--- src/hw/rtl/mpw_pkg.sv ---
`default_nettype none

package mpw_pkg;

  // default sizing
  localparam int MAX_WIDTH_DEF    = 64;
  localparam int MAX_HEIGHT_DEF   = 64;
  localparam int MAX_CHANNELS_DEF = 16;
  localparam int MAX_WINDOW_DEF   = 4;
  localparam int SAMPLE_BITS_DEF  = 16;

  localparam int MAX_STEP    = 4;
  localparam int QUEUE_DEPTH = 2;

  localparam int CFG_INDEX_BITS = 3;
  localparam int CFG_DATA_BITS  = 7;

  localparam logic [CFG_INDEX_BITS-1:0] REG_NUM_CHANNELS  = 3'd0;
  localparam logic [CFG_INDEX_BITS-1:0] REG_FRAME_HEIGHT  = 3'd1;
  localparam logic [CFG_INDEX_BITS-1:0] REG_FRAME_WIDTH   = 3'd2;
  localparam logic [CFG_INDEX_BITS-1:0] REG_WINDOW_HEIGHT = 3'd3;
  localparam logic [CFG_INDEX_BITS-1:0] REG_WINDOW_WIDTH  = 3'd4;
  localparam logic [CFG_INDEX_BITS-1:0] REG_STEP_ROWS     = 3'd5;
  localparam logic [CFG_INDEX_BITS-1:0] REG_STEP_COLS     = 3'd6;

  // fixed-width job fields beyond the sized ones: produce, wrow, wcol, channel, last
  localparam int JOB_FIXED_BITS = 1 + 6 + 6 + 4 + 1;

  // configuration after range limiting
  typedef struct packed {
    logic [4:0] num_channels;
    logic [6:0] frame_height;
    logic [6:0] frame_width;
    logic [2:0] window_height;
    logic [2:0] window_width;
    logic [2:0] step_rows;
    logic [2:0] step_cols;
  } cfg_t;

  typedef struct packed {
    logic [15:0] q;
    logic [2:0]  r;
  } divmod_t;

  function automatic int idx_bits(int n);
    return (n > 1) ? $clog2(n) : 1;
  endfunction

  function automatic int job_width(int sb, int mw, int mc, int mwin);
    return sb + idx_bits(mwin) + idx_bits(mw) + idx_bits(mc) + JOB_FIXED_BITS;
  endfunction

  // quotient and remainder by a stride of 1..4; thirds via reciprocal multiply
  function automatic divmod_t divmod_step(logic [15:0] d, logic [2:0] s);
    logic [32:0] prod;
    divmod_t     res;
    prod = '0;
    res  = '0;
    case (s)
      3'd2: begin
        res.q = d >> 1;
        res.r = {2'b00, d[0]};
      end
      3'd3: begin
        prod  = {17'd0, d} * 33'd43691;
        res.q = prod[32:17];
        res.r = 3'(d - 16'(res.q * 16'd3));
      end
      3'd4: begin
        res.q = d >> 2;
        res.r = {1'b0, d[1:0]};
      end
      default: begin
        res.q = d;
        res.r = 3'd0;
      end
    endcase
    return res;
  endfunction

endpackage

`default_nettype wire

--- src/hw/rtl/mpw_front.sv ---
`default_nettype none

module mpw_front #(
  parameter int MAX_WIDTH    = mpw_pkg::MAX_WIDTH_DEF,
  parameter int MAX_HEIGHT   = mpw_pkg::MAX_HEIGHT_DEF,
  parameter int MAX_CHANNELS = mpw_pkg::MAX_CHANNELS_DEF,
  parameter int MAX_WINDOW   = mpw_pkg::MAX_WINDOW_DEF,
  parameter int SAMPLE_BITS  = mpw_pkg::SAMPLE_BITS_DEF,
  localparam int JOB_W = mpw_pkg::job_width(SAMPLE_BITS, MAX_WIDTH, MAX_CHANNELS, MAX_WINDOW)
) (
  input  wire logic                   clk,
  input  wire logic                   rst,
  input  wire mpw_pkg::cfg_t          cfg,
  input  wire logic                   in_valid,
  output logic                        in_ready,
  input  wire logic [SAMPLE_BITS-1:0] sample,
  input  wire logic                   frame_start,
  output logic                        job_valid,
  input  wire logic                   job_ready,
  output logic      [JOB_W-1:0]       job_data
);

  localparam int GW = mpw_pkg::idx_bits(MAX_WINDOW);
  localparam int CW = mpw_pkg::idx_bits(MAX_WIDTH);
  localparam int RW = mpw_pkg::idx_bits(MAX_HEIGHT);
  localparam int HW = mpw_pkg::idx_bits(MAX_CHANNELS);

  typedef struct packed {
    logic [SAMPLE_BITS-1:0] sample;
    logic [GW-1:0]          ring;
    logic [CW-1:0]          col;
    logic [HW-1:0]          ch;
    logic                   produce;
    logic [5:0]             wrow;
    logic [5:0]             wcol;
    logic [3:0]             out_ch;
    logic                   last;
  } job_t;

  logic [RW-1:0] row_count;
  logic [CW-1:0] column_count;
  logic [HW-1:0] channel_count;
  logic [GW-1:0] ring_row;       // row_count modulo MAX_WINDOW

  logic [RW-1:0] row_cur, row_next;
  logic [CW-1:0] col_cur, col_next;
  logic [HW-1:0] ch_cur, ch_next;
  logic [GW-1:0] ring_cur, ring_next;
  logic [15:0]   r16, c16, ch16;
  logic          row_ok, col_ok, ch_last;
  mpw_pkg::divmod_t dv_row, dv_col, lim_row, lim_col;
  job_t          job;
  logic          fire;

  always_comb begin
    row_cur  = frame_start ? '0 : row_count;
    col_cur  = frame_start ? '0 : column_count;
    ch_cur   = frame_start ? '0 : channel_count;
    ring_cur = frame_start ? '0 : ring_row;
    r16  = 16'(row_cur);
    c16  = 16'(col_cur);
    ch16 = 16'(ch_cur);

    row_ok = (r16 < 16'(cfg.frame_height)) && (r16 + 16'd1 >= 16'(cfg.window_height));
    col_ok = (c16 < 16'(cfg.frame_width)) && (c16 + 16'd1 >= 16'(cfg.window_width));
    ch_last = (ch16 + 16'd1 >= 16'(cfg.num_channels));

    dv_row  = mpw_pkg::divmod_step(r16 + 16'd1 - 16'(cfg.window_height), cfg.step_rows);
    dv_col  = mpw_pkg::divmod_step(c16 + 16'd1 - 16'(cfg.window_width), cfg.step_cols);
    lim_row = mpw_pkg::divmod_step(16'(cfg.frame_height) - 16'(cfg.window_height),
                                   cfg.step_rows);
    lim_col = mpw_pkg::divmod_step(16'(cfg.frame_width) - 16'(cfg.window_width),
                                   cfg.step_cols);

    job.sample  = sample;
    job.ring    = ring_cur;
    job.col     = col_cur;
    job.ch      = ch_cur;
    job.produce = row_ok && col_ok && (dv_row.r == 3'd0) && (dv_col.r == 3'd0);
    job.wrow    = 6'(dv_row.q);
    job.wcol    = 6'(dv_col.q);
    job.out_ch  = 4'(ch_cur);
    job.last    = (dv_row.q == lim_row.q) && (dv_col.q == lim_col.q) && ch_last;

    // raster advance, channel innermost; a counter past its bound wraps
    row_next  = row_cur;
    col_next  = col_cur;
    ch_next   = ch_cur;
    ring_next = ring_cur;
    if (ch_last) begin
      ch_next = '0;
      if (c16 + 16'd1 >= 16'(cfg.frame_width)) begin
        col_next = '0;
        if (r16 + 16'd1 >= 16'(cfg.frame_height)) begin
          row_next  = '0;
          ring_next = '0;
        end else begin
          row_next  = row_cur + 1'b1;
          ring_next = (ring_cur == GW'(MAX_WINDOW - 1)) ? '0 : ring_cur + 1'b1;
        end
      end else begin
        col_next = col_cur + 1'b1;
      end
    end else begin
      ch_next = ch_cur + 1'b1;
    end
  end

  assign in_ready  = job_ready;
  assign job_valid = in_valid;
  assign job_data  = job;
  assign fire      = in_valid && job_ready;

  always_ff @(posedge clk) begin
    if (rst) begin
      row_count     <= '0;
      column_count  <= '0;
      channel_count <= '0;
      ring_row      <= '0;
    end else if (fire) begin
      row_count     <= row_next;
      column_count  <= col_next;
      channel_count <= ch_next;
      ring_row      <= ring_next;
    end
  end

endmodule

`default_nettype wire

--- config.mk ---
export PLATFORM = sky130hd
export DESIGN_NAME = mpw_front
export DESIGN_NICKNAME = d
export VERILOG_FILES = /design/src/hw/rtl/mpw_pkg.sv /design/src/hw/rtl/mpw_front.sv
export SDC_FILE = /design/constraint.sdc
export NUM_CORES = 1
export LEC_CHECK = 0
export BUFFER_PORTS_ARGS = -buffer_cell sky130_fd_sc_hd__buf_2
export CAP_MARGIN = 20
export CORE_UTILIZATION = 65
export CTS_CLUSTER_DIAMETER = 80
export DETAILED_ROUTE_END_ITERATION = 16
export PLACE_DENSITY = 0.84
export RECOVER_POWER = 50
export SYNTH_ARGS = -nofsm -noshare
export SYNTH_HDL_FRONTEND = slang
export SYNTH_SLANG_ARGS = --single-unit
--- constraint.sdc ---
create_clock -name clk -period 13.2 [get_ports clk]
set_input_delay 1.98 -clock clk [delete_from_list [all_inputs] [get_ports clk]]
set_output_delay 1.98 -clock clk [all_outputs]
set_load 0.005 [all_outputs]
# After elaboration in Yosys (flattened, before gate mapping)
# Cells that the tools add are included.
[word_totals] reg_bits=18 latchBits=0 ram_bits=0 rom_bits=0 inputBits=52 output_inout_bits=48 wordCells=71 memories=0
[classes] addsub=15 multipliers=8 n_div=0 magnitude_cmp=7 n_eq_ne=9 n_shift=0 n_mux=18 n_bitwise=0 reduce_logical=10
[ops] op="$pmux W19 S3" n=4
[ops] op="$mul A16 B16 Y32 const B" n=4
[ops] op="$mul A15 B2 Y3 const B" n=4
[ops] op="$mux W6" n=7
[ops] op="$eq A16 B16 Y1" n=2
[ops] op="$ge A16 B3 Y1" n=2
[ops] op="$sub A7 B3 Y8" n=4
[ops] op="$add A6 B1 Y7 const B" n=2
[ops] op="$ge A7 B7 Y1" n=2
[ops] op="$lt A6 B7 Y1" n=2
[ops] op="$add A6 B1 Y6 const B" n=2
[ops] op="$eq A3 B2 Y1 const B" n=4
[ops] op="$sub A3 B3 Y3" n=4
[ops] op="$mux W2" n=5
[ops] op="$logic_and A1 B1 Y1" n=8
[ops] op="$mux W4" n=2
[ops] op="$eq A3 B3 Y1 const B" n=2
[ops] op="$logic_not A3 Y1" n=2
[ops] op="$add A4 B1 Y5 const B" n=1
[ops] op="$ge A5 B5 Y1" n=1
[ops] op="$add A4 B1 Y4 const B" n=1
[ops] op="$add A2 B1 Y2 const B" n=1
[ops] op="$eq A2 B2 Y1 const B" n=1

# Logic depth before layout (Yosys ltp)
[logic_depth] depth_word=10 depth_mapped=38 depth_no_buf=35

# Worst setup path after synthesis
# No wires, ideal clock.
[synth_path] kind="in2out" from="input frame_start" to="output job_data[17]" t_arrival_ns=10.448 t_required_ns=11.220 setup_slack_ns=0.772 cell_stages=36 n_path_buf=5 cell_sequence="buf_4 buf_4 clkbuf_1 buf_1 nor2_1 ha_1 nand2_1 o21a_1 nand2b_1 clkbuf_1 inv_1 ha_1 ha_1 inv_1 fa_1 inv_1 fa_1 inv_1 fa_1 fa_1 inv_1 ha_1 a2111oi_0 o21ai_1 o21ai_0 nand2_1 a21oi_1 xnor2_1 ha_1 fa_1 a21oi_1 nor4_1 o21ai_0 a21oi_1 o221ai_1 a211oi_1"
[synth_via] elab_chain_cells=10
[synth_rtl] element="start: declaration" line="mpw_front.sv:17" rtl="input wire logic frame_start,"
[synth_rtl] element="$mux W6" line="mpw_front.sv:56" rtl="row_cur = frame_start ? '0 : row_count;"
[synth_rtl] element="$add A6 B1 Y7" line="mpw_front.sv:64, mpw_front.sv:68"
[synth_rtl] element="$sub A7 B3 Y8" line="mpw_front.sv:68" rtl="dv_row = mpw_pkg::divmod_step(r16 + 16'd1 - 16'(cfg.window_height), cfg.step_rows);"
[synth_rtl] element="$mul A16 B16 Y32" line="mpw_pkg.sv:65" rtl="prod = {17'd0, d} * 33'd43691;"
[synth_rtl] element="$mul A15 B2 Y3" line="mpw_pkg.sv:67" rtl="res.r = 3'(d - 16'(res.q * 16'd3));"
[synth_rtl] element="$sub A3 B3 Y3" line="mpw_pkg.sv:67"
[synth_rtl] element="$pmux W19 S3" line="mpw_pkg.sv:59" rtl="case (s)"
[synth_rtl] element="$logic_not A3 Y1" line="mpw_front.sv:79" rtl="job.produce = row_ok && col_ok && (dv_row.r == 3'd0) && (dv_col.r == 3'd0);"
[synth_rtl] element="$logic_and A1 B1 Y1" line="mpw_front.sv:79"
[synth_rtl] element="$logic_and A1 B1 Y1 (*)" line="mpw_front.sv:79"
[synth_rtl] element="end: declaration" line="mpw_front.sv:20" rtl="output logic [JOB_W-1:0] job_data"
# Every way passes the cells marked *; elsewhere a longest branch is shown, timed or not.

# Worst setup path after layout
# Same ends and word-level chain as after synthesis.

==> results.sh <==
export IMPL_clock_skew_final_ps=3.12
export IMPL_cts_sinks=18
export IMPL_first_global_vias=14400
export IMPL_clk_latency_ps=250
export IMPL_synth_avg_cell_area_um2=8.26
export IMPL_worstHoldPathCells=2
export IMPL_holdPathEnd="ring_row[1]"
export IMPL_end_kind="output port"
export IMPL_vias_per_cell=6.15
export IMPL_clock_root_buffer="clkbuf_16"
export IMPL_cp_slowest_stage_delay_ps=560
export IMPL_grt_pass1_wl_mm=71.0
export IMPL_fmax_ghz=0.0784
export IMPL_setup_viol=0
export IMPL_period_share_pct=96.6
export IMPL_dp_cells=2356
export IMPL_hp_class="reg -> reg"
export IMPL_yosysWarningCount=0
export IMPL_synth_ff_latch_count=18
export IMPL_crit_fanout=20
export IMPL_drt_iter0_drc=1081
export IMPL_seq_area_frac_synth_pct=2.16
export IMPL_hold_start="ring_row[1]"
export IMPL_nets=2646
export IMPL_crit_path_start_kind="primary input"
export IMPL_antenna_found_initial=1
export IMPL_ys_flop_type="dfxtp_1"
export IMPL_dieArea_um2=26300
export IMPL_grt_max_degree=31
export IMPL_hpwl_mm=38.0
export IMPL_r2r_start="column_count[0]"
export IMPL_htreeDepth=1
export IMPL_drc=0
export IMPL_maxCapViolations=0
export IMPL_synth_edff_count=0
export IMPL_grt_usage_pct=33.7
export IMPL_required_ps=11220
export IMPL_crit_slowest_cell="fa_1"
export IMPL_rr_worst_depth=14
export IMPL_async_flop_share_pct=0
export IMPL_die_height_um=162
export IMPL_cts_buffer_depth=2
export IMPL_place_congestion=0.987
export IMPL_grt_ovfl_total=0
export IMPL_worst_path_buf_inv=6
export IMPL_final_cell_area_um2=17200
export IMPL_ant_nets=0
export IMPL_synth_fp_nets=2632
export IMPL_top_level_ports=100
export IMPL_ys_types=95
export IMPL_timing_setup_tns_ps=0
export IMPL_cp_depth=33
export IMPL_worstReg2RegEnd="row_count[1]"
export IMPL_area_growth_synth_to_final_pct=3.23
export IMPL_synth_area_um2=16700
export IMPL_clk_pin_slew_ps=50
export IMPL_vias=14500
export IMPL_layoutNonFillerInstCount=2361
export IMPL_cp_top_family="adder cells"
export IMPL_die_w_um=162
export IMPL_worstPathArrival_ps=10780
export IMPL_port_buffers=67
export IMPL_holdBufCountCts=0
export IMPL_hold_viol_final=0
export IMPL_synth_cells=2017
export IMPL_tritoncts="built"
export IMPL_tightestPinTransition_ps=924
export IMPL_rsz0062_at_grt="false"
export IMPL_core_um2=25200
export IMPL_start_util_pct=66.1
export IMPL_maxSlewViolCount=0
export IMPL_cts_setup_buffers=0
export IMPL_wl_per_cell_um=18.5
export IMPL_first_pass_iters=5
export IMPL_outcome="completed"
export IMPL_layout_drive_gt1_share_pct=5.96
export IMPL_fin_crit_ps=12760
export IMPL_hold_ws_ps=498
export IMPL_numCtsBuffers=3
export IMPL_ff2ff_setup_slack_ps=9690
export IMPL_rows=58
export IMPL_slew_headroom_pct=38.2
export IMPL_placed_area_um2=17100
export IMPL_totalWireLength_mm=43.7
export IMPL_critPathKind="in -> out"
worst max-delay path by stage:
stage	from	endpoint	slack, ps
after global placement	frame_start	job_data[17]	690
after CTS	frame_start	job_data[17]	430
after detailed placement	frame_start	job_data[17]	440
after global routing	frame_start	job_data[17]	60
final	frame_start	job_data[17]	440
after floorplan	frame_start	job_data[17]	770
cells in the final DEF, fill, tap and decap left out, types with 5 or more instances in the layout:
cell,count
nor2_1,118
and2_1,14
a21oi_1,109
clkbuf_1,12
buf_2,54
o21ai_1,14
o2111ai_1,5
ha_1,390
a31oi_1,19
nor2b_1,27
or2_2,11
and4_1,5
a21o_1,27
o31ai_1,5
o21a_1,10
nand2b_1,22
a221oi_1,15
nand3_1,32
xnor2_1,77
mux2i_1,12
inv_1,370
o22ai_1,18
a22o_1,5
dfxtp_1,18
nor3_1,20
nand4_1,15
buf_4,16
and3_1,9
o21ai_0,94
a211oi_1,20
a22oi_1,13
o211ai_1,26
nand3b_1,5
xor2_1,35
nand2_1,112
o21bai_1,6
fa_1,173
or3_1,6
layer usage:
| metal | vias up | part of all wire, % | global-route usage, % |
|---|---|---|---|
| met4 | 0 | 4.9 | 15.0 |
| met3 | 129 | 7.2 | 4.11 |
| met5 | - | 0 | 0 |
| met2 | 606 | 48 | 59.0 |
| li1 | 6895 | - | - |
| met1 | 6897 | 40 | 41.4 |
area by class of cell:
cell class	instances	area, µm²
Fill cell	2075	7990
Timing Repair Buffer	83	440
Inverter	373	1400
Multi-Input combinational cell	1552	14500
Antenna cell	1	2.50
Tap cell	330	413
Sequential cell	18	360
Clock buffer	4	88.8
registers in the layout, summed over array words and instances (netlist names):
name,flops
column_count,6
row_count,6
channel_count,4
ring_row,2
cells in the mapped netlist (6+ instances only):
library cell / instances / area [µm²]
a211oi_1: 21 / 158
a21o_1: 27 / 203
a21oi_1: 109 / 546
a221oi_1: 15 / 131
a22oi_1: 13 / 97.6
a31oi_1: 19 / 119
and2_1: 14 / 87.6
and3_1: 9 / 56.3
buf_2: 6 / 30.0
buf_4: 26 / 195
clkbuf_1: 33 / 124
dfxtp_1: 18 / 360
fa_1: 173 / 3460
ha_1: 390 / 4880
inv_1: 370 / 1390
mux2i_1: 12 / 120
nand2_1: 112 / 420
nand2b_1: 22 / 138
nand3_1: 32 / 160
nand4_1: 15 / 93.8
nor2_1: 118 / 443
nor2b_1: 27 / 169
nor3_1: 21 / 105
o211ai_1: 26 / 195
o21a_1: 10 / 75.1
o21ai_0: 94 / 470
o21ai_1: 14 / 70.1
o21bai_1: 6 / 45.0
o22ai_1: 18 / 113
or2_2: 11 / 68.8
or3_1: 6 / 37.5
xnor2_1: 78 / 683
xor2_1: 35 / 307
timing repair:
action,4_1_cts,5_1_grt
endpoints found under the setup margin,0,1
endpoints found under the hold margin,0,0
gates resized for setup,0,2
worst reg2reg max path, cell delays in order (launching register included):
cell and delay, ps:
dfxtp_1 540, inv_1 170, nor2_1 190, ha_1 250
nand2b_1 140, a21o_1 170, a21o_1 160, a21o_1 170
maj3_1 330, a21o_1 180, a21o_1 240, and2_1 190
o21ai_1 400, a22oi_1 190, nor2_1 120
cells by family after synthesis:
kind of cell,after synthesis,synth area share (%)
multiplexers,15,0.962
flip-flops,18,2.16
XOR/XNOR,117,6.40
AND/OR/NAND/NOR,422,12.4
AO/OA/AOI/OAI,434,17.0
buffers and inverters,447,11.0
adder cells (fa/ha/maj),564,50.2
stage by stage:
stage	setup WS [ps]	utilization, %
after detailed placement	436	67.9
after global placement	685	67.9
after CTS	425	68.3
after global routing	56.2	68.3
after floorplan	772	-
final	442	68.3
Power is not shown: default switching activity piles up to over one toggle a cycle in this logic, so the estimate is an artifact.
