**config.mk**
```make
export PLATFORM = sky130hd
export DESIGN_NAME = mpw_queue
export DESIGN_NICKNAME = d
export VERILOG_FILES = /design/src/hw/rtl/mpw_pkg.sv /design/src/hw/rtl/mpw_queue.sv
export SDC_FILE = /design/constraint.sdc
export NUM_CORES = 1
export LEC_CHECK = 0
export ABC_AREA = 1
export BUFFER_PORTS_ARGS = -buffer_cell sky130_fd_sc_hd__clkbuf_2
export CORE_MARGIN = 2
export CORE_UTILIZATION = 47
export DETAILED_ROUTE_END_ITERATION = 6
export GPL_TIMING_DRIVEN = 1
export PLACE_DENSITY = 0.74
export SYNTH_ARGS = -nofsm -noshare
export SYNTH_HDL_FRONTEND = slang
export SYNTH_SLANG_ARGS = --single-unit
```
**constraint.sdc**
```tcl
create_clock -name clk -period 2.3 [get_ports clk]
set_clock_uncertainty 0.2 [all_clocks]
set_input_delay 0.23 -clock clk [delete_from_list [all_inputs] [get_ports clk]]
set_output_delay 0.23 -clock clk [all_outputs]
set_load 0.005 [all_outputs]
```
**src/hw/rtl/mpw_pkg.sv**
```systemverilog
`default_nettype none

package mpw_pkg;

  // default sizing
  localparam int MAX_WIDTH_DEF    = 64;
  localparam int MAX_HEIGHT_DEF   = 64;
  localparam int MAX_CHANNELS_DEF = 16;
  localparam int MAX_WINDOW_DEF   = 4;
  localparam int SAMPLE_BITS_DEF  = 16;

  localparam int MAX_STEP    = 4;
  localparam int QUEUE_DEPTH = 2;

  localparam int CFG_INDEX_BITS = 3;
  localparam int CFG_DATA_BITS  = 7;

  localparam logic [CFG_INDEX_BITS-1:0] REG_NUM_CHANNELS  = 3'd0;
  localparam logic [CFG_INDEX_BITS-1:0] REG_FRAME_HEIGHT  = 3'd1;
  localparam logic [CFG_INDEX_BITS-1:0] REG_FRAME_WIDTH   = 3'd2;
  localparam logic [CFG_INDEX_BITS-1:0] REG_WINDOW_HEIGHT = 3'd3;
  localparam logic [CFG_INDEX_BITS-1:0] REG_WINDOW_WIDTH  = 3'd4;
  localparam logic [CFG_INDEX_BITS-1:0] REG_STEP_ROWS     = 3'd5;
  localparam logic [CFG_INDEX_BITS-1:0] REG_STEP_COLS     = 3'd6;

  // fixed-width job fields beyond the sized ones: produce, wrow, wcol, channel, last
  localparam int JOB_FIXED_BITS = 1 + 6 + 6 + 4 + 1;

  // configuration after range limiting
  typedef struct packed {
    logic [4:0] num_channels;
    logic [6:0] frame_height;
    logic [6:0] frame_width;
    logic [2:0] window_height;
    logic [2:0] window_width;
    logic [2:0] step_rows;
    logic [2:0] step_cols;
  } cfg_t;

  typedef struct packed {
    logic [15:0] q;
    logic [2:0]  r;
  } divmod_t;

  function automatic int idx_bits(int n);
    return (n > 1) ? $clog2(n) : 1;
  endfunction

  function automatic int job_width(int sb, int mw, int mc, int mwin);
    return sb + idx_bits(mwin) + idx_bits(mw) + idx_bits(mc) + JOB_FIXED_BITS;
  endfunction

  // quotient and remainder by a stride of 1..4; thirds via reciprocal multiply
  function automatic divmod_t divmod_step(logic [15:0] d, logic [2:0] s);
    logic [32:0] prod;
    divmod_t     res;
    prod = '0;
    res  = '0;
    case (s)
      3'd2: begin
        res.q = d >> 1;
        res.r = {2'b00, d[0]};
      end
      3'd3: begin
        prod  = {17'd0, d} * 33'd43691;
        res.q = prod[32:17];
        res.r = 3'(d - 16'(res.q * 16'd3));
      end
      3'd4: begin
        res.q = d >> 2;
        res.r = {1'b0, d[1:0]};
      end
      default: begin
        res.q = d;
        res.r = 3'd0;
      end
    endcase
    return res;
  endfunction

endpackage

`default_nettype wire

```
**src/hw/rtl/mpw_queue.sv**
```systemverilog
`default_nettype none

module mpw_queue #(
  parameter int WIDTH = 32,
  parameter int DEPTH = mpw_pkg::QUEUE_DEPTH
) (
  input  wire logic             clk,
  input  wire logic             rst,
  input  wire logic             in_valid,
  output logic                  in_ready,
  input  wire logic [WIDTH-1:0] in_data,
  output logic                  out_valid,
  input  wire logic             out_ready,
  output logic      [WIDTH-1:0] out_data
);

  localparam int PW = mpw_pkg::idx_bits(DEPTH);
  localparam int CNTW = $clog2(DEPTH + 1);

  logic [WIDTH-1:0] slots [DEPTH];
  logic [PW-1:0]    wptr;
  logic [PW-1:0]    rptr;
  logic [CNTW-1:0]  count;
  logic             push;
  logic             pop;

  assign in_ready  = (count != CNTW'(DEPTH));
  assign out_valid = (count != '0);
  assign out_data  = slots[rptr];
  assign push      = in_valid && in_ready;
  assign pop       = out_valid && out_ready;

  always_ff @(posedge clk) begin
    if (push) begin
      slots[wptr] <= in_data;
    end
  end

  always_ff @(posedge clk) begin
    if (rst) begin
      wptr  <= '0;
      rptr  <= '0;
      count <= '0;
    end else begin
      if (push) begin
        wptr <= (wptr == PW'(DEPTH - 1)) ? '0 : wptr + 1'b1;
      end
      if (pop) begin
        rptr <= (rptr == PW'(DEPTH - 1)) ? '0 : rptr + 1'b1;
      end
      if (push && !pop) begin
        count <= count + 1'b1;
      end else if (pop && !push) begin
        count <= count - 1'b1;
      end
    end
  end

endmodule

`default_nettype wire

```
=== Yosys cells after proc, flatten, opt, wreduce, memory -nomap -nowiden ===
Memories as Yosys holds them, arrays and structs flattened. A register that Yosys moved wholly into a read port is not among the register bits.
Index checks and enable logic that the tools add are counted.

* Add/subtract/negate cells: 4
* $mul: 0
* Divide/modulo/power cells: 0
* $lt $le $gt $ge: 0
* Equality and inequality tests: 1
* Shifts and indexed selects: 0
* Multiplexer cells: 8
* Bitwise gates (word level): 0
* Reductions and logical operators: 8

{| class="wikitable"
|+ Operator list
! kind !! count
|-
| 1-bit two-way mux || 6
|-
| 1-bit logical AND || 4
|-
| 2-bit two-way mux || 2
|-
| 2-bit nonzero test || 2
|-
| 1-bit adder, second input constant || 2
|-
| 2-bit by 1-bit adder with 2-bit output, second input constant || 1
|-
| 1-bit zero test || 2
|-
| 2-bit != test, second input constant || 1
|-
| 2-bit by 1-bit subtractor with 2-bit output, second input constant || 1
|}

* Bits in registers: 4
* Latch bits: 0
* Memory bits (writable): 64
* Memory bits (read-only): 0
* Input bits: 36
* Output and inout port bits: 34
* Memories kept: 1

{| class="wikitable"
|+ Memories
! name !! depth !! width !! rd ports !! clocked after Yosys merged registers in !! wr ports !! line !! RTL
|-
| slots || 2 || 32 || 1 || 1 || 1 || mpw_queue.sv:20 || <nowiki>logic [WIDTH-1:0] slots [DEPTH];</nowiki>
|}

=== Logic depth before layout (Yosys ltp) ===
Gate-level depths: netlist of run 1.

* Word-level depth: 6
* Mapped depth: 11
* Gate-level depth less buffers: 11

=== Least setup slack after synthesis of run 1 ===
OpenSTA, ideal clock, no wires.

* Kind: register to register
* From: register count[0]
* To: memory slots[0][0] (enable)
* Arrival: 1.918 ns
* Required time: 1.679 ns
* Path slack: -0.239 ns
* Stages on the path, launching flop included: 5
* Period minus slack after synthesis: 2.539 ns
* Cells stage by stage: dfxtp_1 > inv_1 > nand2_1 > nand2_1 > nor2_1

* Cells in the longest elaborated chain, start to end: 4

{| class="wikitable"
|+ Ends and longest elaborated chain
! item !! line !! RTL
|-
| start: declaration || mpw_queue.sv:23 || <nowiki>logic [CNTW-1:0] count;</nowiki>
|-
| start signal: assignment || mpw_queue.sv:52 || <nowiki>count <= count + 1'b1;</nowiki>
|-
| start signal: assignment || mpw_queue.sv:54 || <nowiki>count <= count - 1'b1;</nowiki>
|-
| 2-bit != test || mpw_queue.sv:27 || <nowiki>assign in_ready = (count != CNTW'(DEPTH));</nowiki>
|-
| net in_ready || mpw_queue.sv:10 || <nowiki>output logic in_ready,</nowiki>
|-
| 1-bit logical AND || mpw_queue.sv:30 || <nowiki>assign push = in_valid && in_ready;</nowiki>
|-
| 1-bit two-way mux || mpw_queue.sv:34 || <nowiki>if (push) begin</nowiki>
|-
| 1-bit two-way mux (not written as such) || mpw_queue.sv:35 || <nowiki>slots[wptr] <= in_data;</nowiki>
|-
| end: declaration || mpw_queue.sv:20 ||
|}

The timed path passes the listed nets, and every way through them passes these cells.

==> results of run 1 <==
final timing paths:
kind,from,to,slack [ps],cells after the start
worst max-delay path,flop,out_data[12],450,3
worst max register to register,count[0]$_SDFFE_PP0P_,count[1]$_SDFFE_PP0P_,540,10
worst min register to register,rptr$_SDFFE_PP0P_,flop,340,2
worst min-delay path,out_ready,flop,40,3
what timing repair did:
action,4_1_cts,5_1_grt
buffers inserted,0,0
gates resized for setup,0,0
setup endpoints to repair,0,0
hold endpoints to repair,68,0
hold buffers,33,0
cell families after synthesis:
kind of cell / Yosys count
fa+ha+maj: 1
buf+inv: 12
mux: 32
flops: 69
simple gates: 19
compound gates: 4
metal layers:
| metal | part of all wire, % | wire (microns) |
|---|---|---|
| met1 | 40 | 1830 |
| met2 | 56 | 2610 |
| met3 | 3.1 | 143 |
| met4 | 0.91 | 42 |
| met5 | 0 | 0 |
cells in the final DEF (no fill, tap or decap):
master / instances
o21ai_0: 2
clkbuf_8: 11
nand2_1: 9
nand3_1: 2
a21oi_1: 2
nand4_1: 1
dfxtp_1: 4
dlygate4sd3_1: 33
bufinv_16: 1
dfxtp_2: 1
buf_12: 3
clkinv_1: 1
clkbuf_1: 3
ha_1: 1
nor2_1: 5
mux2_2: 2
inv_1: 8
mux2_4: 30
clkbuf_2: 69
edfxtp_1: 64
nor2_4: 2
worst reg2reg max path, stage by stage, from the launching register on:
cell and delay [ps]:
dfxtp_1 310, inv_1 120, nand2_1 90, nand2_1 210, inv_1 100, ha_1 330
inv_1 90, nand3_1 80, nand2_1 60, inv_1 40, nor2_1 80
registers in the layout (all words and copies together) (netlist names), named ones only:
name	flops
slots	64
count	2
rptr	1
wptr	1
per-stage QoR:
step / cells / total power (W)
after floorplan: 137 / 0.00229
after global placement: 277 / 0.00256
after detailed placement: 277 / 0.00260
after CTS: 326 / 0.00359
after global routing: 326 / 0.00373
final: 326 / 0.00355
cell type report:
class,instances,area [sq um]
clock buffers,14,163
clock inverters,2,33.8
fillers,425,1870
inverters,8,30.0
multi-input cells,56,597
flip-flops and latches,69,2020
well taps,72,90.1
repair buffers,105,736
power by group through the flow:
stage / combinational [W] / sequential [W] / clock [W]
floorplan: 0.000631 / 0.00166 / 0
global placement: 0.000904 / 0.00166 / 0
detailed placement: 0.000922 / 0.00167 / 0
CTS: 0.000969 / 0.00165 / 0.000976
global route: 0.00104 / 0.00166 / 0.00102
finish: 0.000957 / 0.00165 / 0.000941
==> results.cfg, run 1 <==
[grt]
global_route.usage.total_pct = 15.5
grt_pass1_wl_mm = 7.25
gr-usage-met2_pct = 28.4
use_met3_pct = 4.52
grt_start_max_net_pins = 33
grt.overflow.total = 0
antenna_found_initial = 0
use_met1_pct = 15.9
grt-busiest-layer = met2
grt_pass1_vias = 1637

[clocking]
tritoncts = built
clk_root_buffer_cell = clkbuf_8
maximum_number_of_buffers_from_clock_root_to_sink = 2
num_cts_buffers = 9
ctsHtreeMaxLevel = 3
clkSinkCount = 69
clkTransAtPathRegs_ps = 60
clock_latency_ps = 320

[die]
fp.coreArea_sq_um = 5540
top_level_ports = 70
start_util_pct = 48.8
row_count = 27
die_w_microns = 79.9
die_area_sq_um = 6380
fp.dieH_microns = 79.9

[sta]
fin_setup_tns_ps = 0
finalCriticalPeriod_ps = 1850
timing.final.max_slew_violations = 0
slew-limit-headroom_pct = 83.0
timing_worst_slew_pin_value_ps = 255
setup_violations = 0
timing.fmax_ghz = 0.541
final_hold_viol_count = 0
fin_hold_ws_ps = 42.0
setup_ws_ps = 451
final_min_period_over_clock_period_pct = 80.4
rsz0062_at_grt = no

[critical_path]
cpPeakStageDelay_ps = 370
maximum_fanout_along_the_worst_path = 32
crit_path_end_kind = primary output
crit_buf_inv = 2
critPathKind = flop to primary output
cp_slowest_cell = mux2_2
crit_path_cell_trace = buf_12, mux2_2, clkbuf_2
critical_path_launch_point_type = flop
cp.arrival_ps = 1420
crit_required_ps = 1870
critical_path.top_delay_family = buffers and inverters

[place]
number_of_buffers_inserted_by_port_buffering = 69
placement.cell_area_sq_um = 3150
dpl.hpwl_mm = 2.88
preCtsSetupSlack_ps = 548
gp_congestion = 0.691

[yosys]
synth_mux_area_share_pct = 17.5
synth_edf_count = 64
synthDominantCellAreaShare_pct = 71.0
synth.area.top_cells = edfxtp_1 (71%), mux2_4 (17%), dfxtp_1 (3.7%), buf_12 (2.2%), nand2_1 (1.2%)
postSynthAreaPerCell_sq_um = 19.7
syn_inst = 137
synth_top_cell_by_area = edfxtp_1
netlist_area_sq_um = 2710
synth_flop_cell = edfxtp_1
synth-simple-area-share_pct = 2.82
yosysWarnings = 0
number_of_storage_elements_in_the_synthesis_netlist = 69
synth.top_cells.by_count = edfxtp_1 (64), mux2_4 (30), nand2_1 (9)
synth-compound-area-share_pct = 0.740
synth_xor_xnor_area_share_pct = 0
synth-async-reset-ratio_pct = 0
synth.most_common_cell = edfxtp_1
sequential_fraction_of_the_synthesis_area_pct = 74.7
post_synth_num_cell_types = 14
post_synthesis_net_count = 174
synth_top_family_by_area = multiplexers
synthAdderAreaFrac_pct = 0.463

[drt]
route.detailed.vias_per_inst = 4.60
tritonroute_pass_1_iters = 4
drt_first_iter_violations = 71
num_vias = 1500
wire_per_inst_microns = 14.2
route.detailed.drc = 0
detail-route-antenna-nets = 0
routed_wirelength_mm = 4.63

[final_layout]
final_design_utilization_pct = 66.3
layout-drive-gt1-share_pct = 46.9
flow.area_growth_from_synthesis_pct = 35.8
final_design_area_no_fill_sq_um = 3670
net_count_of_the_finished_layout = 286
n_antenna_cell = 0

[power]
switching_share_pct = 24.8
seqPwrFrac_pct = 46.5
power.ir.vdd_worst_mv = 0.625
cellInternalPower_w = 0.00266
leakage_nw = 1.50
clock_power_share_pct = 26.5
share_comb_of_total_power_pct = 27.0
power.net_switching_w = 0.000881
power-per-cell-area_nw_per_um2 = 965

[hold_path]
min-delay-path-class = primary input to flop

[status]
status = finished, final reports clean

[run]
cap_violations = 0
Power figures use the tool's default switching activity.
==> inputs of run 2 (changes only) <==
clock period = 1.65 ns   (was 2.3 ns; I/O delays follow)
==> results.cfg, run 2 (synthesis gave the netlist of run 1 again) <==
[status]
status = complete, but fails checks
failed_checks = negative setup slack

[place]
number_of_buffers_inserted_by_port_buffering = 69
gp_congestion = 0.675
preCtsSetupSlack_ps = 37.6
placement.cell_area_sq_um = 3190
dpl.hpwl_mm = 2.99

[clocking]
clkTransAtPathRegs_ps = 60
num_cts_buffers = 9
clock_latency_ps = 330
maximum_number_of_buffers_from_clock_root_to_sink = 2
tritoncts = built
ctsHtreeMaxLevel = 3
clk_root_buffer_cell = clkbuf_8
clkSinkCount = 69
cts_setup_buffers = 0

[drt]
tritonroute_pass_1_iters = 4
drt_first_iter_violations = 43
num_vias = 1540
wire_per_inst_microns = 14.4
route.detailed.vias_per_inst = 4.64
route.detailed.drc = 0
detail-route-antenna-nets = 0
routed_wirelength_mm = 4.78

[final_layout]
net_count_of_the_finished_layout = 293
largest_register_ffs = 64
layout-drive-gt1-share_pct = 49.2
layout_common_cells = clkbuf_2 (69), edfxtp_1 (64), dlygate4sd3_1 (35)
layout.cells.most_common = clkbuf_2
fillers = 406
final_design_area_no_fill_sq_um = 3750
registers.top_by_ff_count = slots
layout_top_registers = slots: 64 flops, count: 2 flops
n_antenna_cell = 0
flow.area_growth_from_synthesis_pct = 38.8

[die]
row_count = 27
start_util_pct = 48.8
fp.coreArea_sq_um = 5540
die_area_sq_um = 6380
fp.dieH_microns = 79.9
top_level_ports = 70
die_w_microns = 79.9

[power]
cellInternalPower_w = 0.00359
switching_share_pct = 26.5
clock_power_share_pct = 21.8
seqPwrFrac_pct = 47.6
leakage_nw = 1.54
share_comb_of_total_power_pct = 30.6
power.net_switching_w = 0.00129
power.ir.vdd_worst_mv = 0.887
design_power_total_w = 0.00488
power-per-cell-area_nw_per_um2 = 1300

[grt]
grt_start_max_net_pins = 20
grt.overflow.total = 0
global_route.usage.total_pct = 16.3
antenna_found_initial = 0
grt_pass1_wl_mm = 7.38
grt_pass1_vias = 1615

[sta]
finalCriticalPeriod_ps = 1690
slew-limit-headroom_pct = 87.8
fin_setup_tns_ps = -1100
final_min_period_over_clock_period_pct = 103
setup_violations = 32
timing_worst_slew_pin_value_ps = 182
timing.fmax_ghz = 0.591
timing.final.max_slew_violations = 0
setup_ws_ps = -41.8
final_hold_viol_count = 0
rsz0062_at_grt = yes

[run]
cap_violations = 0

[critical_path]
critPathKind = flop to primary output
cp.arrival_ps = 1330
crit_required_ps = 1280
maximum_fanout_along_the_worst_path = 7
r2r_setup_slack_ps = 80
critical_path_launch_point_type = flop
crit_path_end_kind = primary output

[hold_path]
min-delay-path-class = flop to flop
-- run 2: per-stage QoR --
| stage | util, % | hold slack [ps] | instances |
|---|---|---|---|
| floorplan | - | 63.9 | 137 |
| global placement | 57.5 | 155 | 281 |
| detailed placement | 57.5 | 158 | 281 |
| CTS | 67.5 | 308 | 332 |
| global route | 67.8 | 346 | 332 |
| finish | 67.8 | 306 | 332 |
-- run 2: what timing repair did --
item / in CTS / in global routing
hold endpoints to repair: 69 / 0
pin swaps: 0 / 1
gates resized for setup: 9 / 2
hold buffers: 35 / 0
setup endpoints to repair: 32 / 34
cloned: 1 / 0
-- run 2: routing by layer --
| metal | wire length (microns) | global-route usage, % | share of wire (%) | vias to the layer above |
|---|---|---|---|---|
| li1 | - | - | - | 751 |
| met1 | 1950 | 17.5 | 41 | 738 |
| met2 | 2560 | 28.4 | 54 | 40 |
| met5 | 0 | 0 | 0 | - |
| met3 | 151 | 4.07 | 3.2 | 11 |
| met4 | 120 | 11.0 | 2.5 | 0 |
-- run 2: cell type report --
| type | count | area [sq um] | area share [%] |
|---|---|---|---|
| Timing Repair Buffer | 112 | 833 | 22.2 |
| Clock inverter | 4 | 16.3 | 0.433 |
| Inverter | 8 | 30.0 | 0.800 |
| Multi-Input combinational cell | 56 | 627 | 16.7 |
| Sequential cell | 69 | 2030 | 54.0 |
| Tap cell | 72 | 90.1 | 2.40 |
| Clock buffer | 11 | 131 | 3.50 |
-- run 2: worst paths after layout --
| check | startpoint | depth (start not counted) | end |
|---|---|---|---|
| setup / recovery | flop | 3 | out_data[10] |
| hold / removal | rptr$_SDFFE_PP0P_ | 2 | rptr$_SDFFE_PP0P_ |
| hold reg to reg | rptr$_SDFFE_PP0P_ | 2 | rptr$_SDFFE_PP0P_ |
| setup reg to reg | count[1]$_SDFFE_PP0P_ | 9 | count[1]$_SDFFE_PP0P_ |
-- run 2: worst max-delay path, stage by stage (launching register included) --
cell	delay (ps)
dfxtp_4	420
buf_8	160
mux2_4	290
clkbuf_2	120
-- run 2: power groups by stage --
stage	registers, W	logic [W]	clock network, W
floorplan	0.00231	0.000909	0
global placement	0.00232	0.00131	0
detailed placement	0.00234	0.00134	0
CTS	0.00232	0.00148	0.00110
global route	0.00234	0.00162	0.00117
finish	0.00232	0.00149	0.00106
==> inputs of run 3 (changes only) <==
CORE_UTILIZATION = 52   (was 47)
GPL_TIMING_DRIVEN = default   (was 1)
PLACE_DENSITY = 0.78   (was 0.74)
clock period = 1.6 ns   (was 1.65 ns; I/O delays follow)
==> results.cfg, run 3 (synthesis gave the netlist of run 1 again) <==
[clocking]
clk_root_buffer_cell = clkbuf_8
maximum_number_of_buffers_from_clock_root_to_sink = 2
ctsHtreeMaxLevel = 3
clock_latency_ps = 320
num_cts_buffers = 9
cts_setup_buffers = 0
clkTransAtPathRegs_ps = 60
tritoncts = built
clkSinkCount = 69

[critical_path]
crit_path_cell_trace = buf_12, mux2_4, clkbuf_2
critical_path_launch_point_type = flop
maximum_fanout_along_the_worst_path = 15
crit_path_end_kind = primary output
crit_required_ps = 1240
crit_buf_inv = 2
critical_path.top_delay_family = flip-flops
cpPeakStageDelay_ps = 420
cp_slowest_cell = dfxtp_4
r2r_setup_slack_ps = 70
cp.arrival_ps = 1360
critPathKind = flop to primary output

[sta]
timing_worst_slew_pin_value_ps = 188
setup_ws_ps = -125
fin_setup_tns_ps = -2710
timing.fmax_ghz = 0.580
slew-limit-headroom_pct = 87.5
finalCriticalPeriod_ps = 1720
final_min_period_over_clock_period_pct = 108
setup_violations = 32
final_hold_viol_count = 0
timing.final.max_slew_violations = 0
rsz0062_at_grt = yes

[drt]
detail-route-antenna-nets = 0
tritonroute_pass_1_iters = 4
num_vias = 1573
drt_first_iter_violations = 80
routed_wirelength_mm = 4.82
route.detailed.vias_per_inst = 4.80
route.detailed.drc = 0
wire_per_inst_microns = 14.7

[place]
placement.cell_area_sq_um = 3190
number_of_buffers_inserted_by_port_buffering = 69
placedCellCount = 278
dpl.hpwl_mm = 2.92
gp_congestion = 0.736

[final_layout]
registers.top_by_ff_count = slots
layout-drive-gt1-share_pct = 49.6
layout_common_cells = clkbuf_2 (69), edfxtp_1 (64), dlygate4sd3_1 (34)
flow.area_growth_from_synthesis_pct = 38.0
final_design_utilization_pct = 73.6
net_count_of_the_finished_layout = 291
n_antenna_cell = 0
final_design_area_no_fill_sq_um = 3730
layout_top_registers = slots: 64 flops, count: 2 flops
layout.cells.most_common = clkbuf_2
largest_register_ffs = 64
instances_no_fill = 328

[grt]
grt_start_max_net_pins = 22
grt_pass1_vias = 1712
antenna_found_initial = 0
grt_pass1_wl_mm = 7.71
grt.overflow.total = 0
global_route.usage.total_pct = 17.7

[die]
top_level_ports = 70
die_area_sq_um = 5800
die_w_microns = 76.1
fp.coreArea_sq_um = 5070
row_count = 26
start_util_pct = 53.3
fp.dieH_microns = 76.1

[run]
cap_violations = 0

[power]
design_power_total_w = 0.00501
power-per-cell-area_nw_per_um2 = 1340
leakage_nw = 1.53
power.ir.vdd_worst_mv = 0.962

[status]
status = complete, but fails checks
failed_checks = negative setup slack

[hold_path]
min-delay-path-class = primary input to flop
==> run 3: power by group <==
group          total, W  switching, W  internal [W]
logic           0.00152      0.000667      0.000853
registers       0.00240      0.000108       0.00229
clock network   0.00109      0.000550      0.000545
==> run 3: worst reg2reg max path: cells and delay by family (launching register included) <==
family	cells	cell delay, ps
buffers and inverters	4	260
adders and majority gates	1	270
and+or+nand+nor	5	360
DFF	1	330
==> run 3: final cells by class <==
type | instances | area, sq um
clock buffer | 12 | 135
multi-input combinational | 56 | 629
sequential | 69 | 2030
inverter | 8 | 32.5
tap | 70 | 87.6
timing repair buffer | 110 | 808
clock inverter | 3 | 13.8
fill | 321 | 1340
==> run 3: path summary, 6_finish.rpt <==
path	startpoint	endpoint	cells past startpoint
worst max-delay path	flop	out_data[24]	3
worst min-delay path	in_valid	wptr$_SDFFE_PP0P_	4
worst min register to register	count[0]$_SDFFE_PP0P_	count[0]$_SDFFE_PP0P_	2
worst max register to register	count[0]$_SDFFE_PP0P_	count[1]$_SDFFE_PP0P_	10
==> run 3: routing by layer <==
metal | global-route usage, % | share of wire (%) | wire, microns | up-vias
li1 | - | - | - | 746
met1 | 19.2 | 40 | 1950 | 770
met2 | 31.6 | 54 | 2610 | 48
met3 | 4.03 | 3.2 | 156 | 9
met4 | 10.5 | 2.2 | 104 | 0
met5 | 0 | 0 | 0 | -
==> run 3: stage by stage <==
step | hold WS (ps) | setup WS [ps]
global route | 56.8 | -162
detailed placement | 153 | 10.6
finish | 17.5 | -125
CTS | 6.58 | -131
floorplan | 58.9 | -38.3
global placement | 150 | 118
==> run 3: repair_timing <==
| action | CTS | global route |
|---|---|---|
| pin swaps | 1 | 0 |
| setup endpoints to repair | 33 | 34 |
| hold buffers | 34 | 0 |
| hold endpoints to repair | 69 | 0 |
| gates resized for setup | 4 | 3 |
| gates cloned | 1 | 0 |
